==> src/hw/rtl/crcm_pkg.sv <==
package crcm_pkg;

  // Grid and field geometry.
  localparam int NDIMS      = 4;
  localparam int DIDX_W     = 2;
  localparam int NCNT_W     = 3;
  localparam int RANK_W     = 20;
  localparam int EXT_W      = 21;
  localparam int COORD_W    = 22;
  localparam int DISPL_W    = 21;
  localparam int DIR_W      = 3;
  localparam int PMASK_W    = 4;
  localparam int CFG_ADDR_W = 3;
  localparam int LANES      = NDIMS + 1;

  // Pipelined divider geometry: DIV_BITS quotient bits are resolved per stage.
  localparam int DIV_W      = 24;
  localparam int DIV_BITS   = 4;
  localparam int DIV_STAGES = DIV_W / DIV_BITS;

  // Stream widths.
  localparam int IN_TDATA_W  = 136;
  localparam int IN_TUSER_W  = 2;
  localparam int OUT_TDATA_W = 152;

  typedef enum logic [1:0] {
    OP_SPLIT = 2'd0,
    OP_FOLD  = 2'd1,
    OP_SHIFT = 2'd2,
    OP_RSVD  = 2'd3
  } crcm_op_t;

  typedef enum logic [1:0] {
    ST_OK     = 2'd0,
    ST_RANGE  = 2'd1,
    ST_BADARG = 2'd2
  } crcm_status_t;

  typedef enum logic [2:0] {
    CFG_NUM_DIMS   = 3'd0,
    CFG_DIM_SIZE_0 = 3'd1,
    CFG_DIM_SIZE_1 = 3'd2,
    CFG_DIM_SIZE_2 = 3'd3,
    CFG_DIM_SIZE_3 = 3'd4,
    CFG_PERIODIC   = 3'd5,
    CFG_NODE_COUNT = 3'd6
  } crcm_cfg_idx_t;

  typedef enum logic [1:0] {
    SEQ_IDLE,
    SEQ_LOAD,
    SEQ_DIV,
    SEQ_MUL
  } crcm_seq_state_t;

  // One stage of the restoring divider: partial remainder, the dividend
  // shifting out at the top while quotient bits shift in at the bottom.
  typedef struct packed {
    logic [EXT_W-1:0] rem;
    logic [DIV_W-1:0] word;
    logic [EXT_W-1:0] dvs;
  } crcm_div_t;

endpackage

==> src/hw/rtl/crcm_div_pipe.sv <==
module crcm_div_pipe (
  input  logic                        clk,
  input  logic                        en,
  input  logic [crcm_pkg::DIV_W-1:0]  dvd,
  input  logic [crcm_pkg::EXT_W-1:0]  dvs,
  output logic [crcm_pkg::DIV_W-1:0]  quo,
  output logic [crcm_pkg::EXT_W-1:0]  rem
);

  crcm_pkg::crcm_div_t st_r   [crcm_pkg::DIV_STAGES];
  crcm_pkg::crcm_div_t st_nxt [crcm_pkg::DIV_STAGES];

  // Each stage resolves DIV_BITS quotient bits by compare and subtract.
  for (genvar s = 0; s < crcm_pkg::DIV_STAGES; s++) begin : g_stage
    always_comb begin
      crcm_pkg::crcm_div_t cur;
      logic [crcm_pkg::EXT_W:0] t;
      if (s == 0) begin
        cur.rem  = '0;
        cur.word = dvd;
        cur.dvs  = dvs;
      end else begin
        cur = st_r[s-1];
      end
      for (int k = 0; k < crcm_pkg::DIV_BITS; k++) begin
        t = {cur.rem, cur.word[crcm_pkg::DIV_W-1]};
        cur.word = {cur.word[crcm_pkg::DIV_W-2:0], 1'b0};
        if (t >= {1'b0, cur.dvs}) begin
          t = t - {1'b0, cur.dvs};
          cur.word[0] = 1'b1;
        end
        cur.rem = t[crcm_pkg::EXT_W-1:0];
      end
      st_nxt[s] = cur;
    end
  end

  // The whole chain holds while the pipeline is stalled.
  always_ff @(posedge clk) begin
    if (en) begin
      st_r <= st_nxt;
    end
  end

  assign quo = st_r[crcm_pkg::DIV_STAGES-1].word;
  assign rem = st_r[crcm_pkg::DIV_STAGES-1].rem;

endmodule

==> config.mk <==
export PLATFORM = sky130hd
export DESIGN_NAME = crcm_div_pipe
export DESIGN_NICKNAME = d
export VERILOG_FILES = /design/src/hw/rtl/crcm_pkg.sv /design/src/hw/rtl/crcm_div_pipe.sv
export SDC_FILE = /design/constraint.sdc
export NUM_CORES = 2
export LEC_CHECK = 0
export BUFFER_PORTS_ARGS = -buffer_cell sky130_fd_sc_hd__buf_2
export CELL_PAD_IN_SITES_DETAIL_PLACEMENT = 1
export CELL_PAD_IN_SITES_GLOBAL_PLACEMENT = 1
export CORE_MARGIN = 2
export CORE_UTILIZATION = 30
export DETAILED_ROUTE_END_ITERATION = 10
export PLACE_DENSITY = 0.56
export SYNTH_ARGS = -nofsm -noshare
export SYNTH_HDL_FRONTEND = slang
export SYNTH_SLANG_ARGS = --single-unit
==> constraint.sdc <==
create_clock -name clk -period 27.7 [get_ports clk]
set_input_delay 1.385 -clock clk [delete_from_list [all_inputs] [get_ports clk]]
set_output_delay 1.385 -clock clk [all_outputs]
set_load 0.05 [all_outputs]
==> run metrics <==
Synth Register Bits=375; vias in the first global route=35.6k; DRT Pass-1 Iters=5; Min-Delay Path Class=reg2reg; Fmax=0.0735 GHz; WL met1=64.9 mm; min Tclk post-route=13600 ps; CP Class=reg2reg; setup TNS=0 ps; Arr. time, crit path=13970 ps; R2R Path End=st_r[259]; WL met3=4.53 mm; Setup crit start kind=flop; Starting DRT DRC Count=2014; DIE WIDTH=373 um; Final GP Congestion=0.855; maximum clock insertion buffer count=3; DRT antenna net count=0; WL met2=67.6 mm; # Post-CTS Setup Buffers=0; Crit path required time=28070 ps; outcome=completed; CTS H-tree depth=2; # rows=135; core area=135000 um^2; gr usage total=19.7%; clk_skew=36.9 ps; Layout area overhead=9.45%; gr ovfl total=0; DRT Wirelength=141 mm; top sig layer=met5; Antenna diodes=0; max incr delay on CP=930 ps; Final Hold Vio Count=0; initial antenna violation count=4; Setup Viol. Count Final=0; Slew Limit Fails=0; largest net degree at the start of global routing=73; # fillers=15.9k; min-delay src=g_stage[2].$2.cur[41]; Worst Reg-to-Reg Cells=45; port bufs=91; top area cells in the synthesized netlist=edfxtp_1, ha_1, a21oi_1; DRC Markers=0; Post-Syn Nets=5153; Hold Path Depth=0; Max-cap violations=0; worst skew pair latency=660 ps; Total Nets Final=5196; Clock transition at path regs=60 ps; Final HPWL DP=115 mm; vias per cell=5.37; clock sink count=375; Die Y-Extent=373 um; share of layout cells above drive strength 1=9.08%; hold buffer count at CTS=0; I/O pins=92; post-cts resize count=0; EDFF count, synth=375; RSZ-0062 raised after global routing=false; Vias=34.7k; worst slew pin tran=1100 ps; async set or reset register ratio after synthesis=0%; Synth Flop Type=edfxtp_1; Synth top cells by count=ha_1, a21oi_1, edfxtp_1, inv_1, nand2_1; Post-Syn Area=40900 um^2; CTS tree=built; Root Buffer Master=clkbuf_16; hold endpoint=st_r[239]; die area=139000 um^2; Wirelength per Cell=21.7 um; Mapped Cells=4598; area share of the leading cell type in the synthesized netlist=27.5%; CTS Buf Count=51; top-count cell post-synth=ha_1; Slowest cell on crit path=a31oi_2; Reg2Reg Setup Slack=14100 ps; Worst Setup End Kind=flop; sequential area share after synthesis=27.5%; relative slew slack=26.6%; Avg Cell Area, Syn=8.90 um^2; Starting Density=30.2%; Synth warnings=0; number of distinct library cells after synthesis=108; first-pass GRT wire length=214 mm; CP max FO=36; area leader, netlist=edfxtp_1; worst r2r src=g_stage[2].$2.cur[1]; period utilisation layout=49.1%
cell usage in the layout, fill, tap and decap left out, types with 59 or more instances in the layout:
master and count:
o21bai_1 59, nand3_1 87, nor2b_1 62, edfxtp_1 375
o21ai_0 291, xnor2_1 228, nand2b_1 72, nor3_1 90
ha_1 485, inv_1 358, nand2_1 314, nand4_1 62
xor2_1 141, a21oi_1 401, nor2_1 291, o21a_1 66
buf_2 90, mux2_2 121, mux2i_1 78, a21o_1 167
sequential cells by signal (all words and copies together), names as in the netlist:
name / cells
g_stage.$2.cur: 205
st_r: 125
rem: 21
quo: 24
critical path, delay by kind of cell, from the launching register on:
family	cells	cell delay (ps)
fa+ha+maj	4	1690
simple gates	12	2620
compound gates	22	6430
buf+inv	7	1760
flops	1	740
through the flow:
step	area [um^2]	hold WS (ps)	cells	worst slack (ps)	utilization, %
floorplan	40900	400	4598	17040	-
global placement	43100	401	6369	13900	31.8
detailed placement	43100	405	6369	13860	31.8
CTS	44800	412	6463	13830	33.0
global route	44800	418	6463	12890	33.0
finish	44800	408	6463	14100	33.0
final cells by class:
cell class | instances | area, um^2 | share of cell area (%)
Multi-Input combinational cell | 3726 | 27600 | 61.6
Tap cell | 1781 | 2230 | 4.98
Clock inverter | 33 | 320 | 0.716
Inverter | 367 | 1380 | 3.08
Sequential cell | 375 | 11300 | 25.2
Timing Repair Buffer | 120 | 683 | 1.53
Clock buffer | 61 | 1340 | 2.98
kinds of logic (layout without fill, tap and decap cells):
| family | Yosys count | after routing | share of synthesized area (%) |
|---|---|---|---|
| adder cells (fa/ha/maj) | 508 | 508 | 16.0 |
| XOR/XNOR | 369 | 369 | 7.90 |
| buffers and inverters | 497 | 581 | 5.20 |
| flip-flops | 375 | 375 | 27.5 |
| AND/OR/NAND/NOR | 1194 | 1194 | 14.3 |
| AO/OA/AOI/OAI | 1435 | 1435 | 23.2 |
| multiplexers | 220 | 220 | 5.86 |
worst max path at each step:
| stage | end | cells after the start | slack [ps] | from |
|---|---|---|---|---|
| after CTS | st_r[259] | 46 | 13830 | g_stage[2].$2.cur[1] |
| after global placement | st_r[259] | 45 | 13900 | g_stage[2].$2.cur[1] |
| after floorplan | st_r[252] | 47 | 17040 | g_stage[2].$2.cur[1] |
| after global routing | st_r[263] | 45 | 12890 | g_stage[2].$2.cur[1] |
| after detailed placement | st_r[259] | 45 | 13860 | g_stage[2].$2.cur[1] |
| final | st_r[259] | 45 | 14100 | g_stage[2].$2.cur[1] |
routing by layer:
layer | track usage, % | vias up
li1 | - | 17193
met1 | 25.7 | 16830
met2 | 34.2 | 511
met3 | 2.21 | 186
met4 | 5.19 | 2
met5 | 0 | -
Power is left out: the tool's default activity adds up to more than one toggle a clock period on the data nets, which glitch-free logic cannot reach.
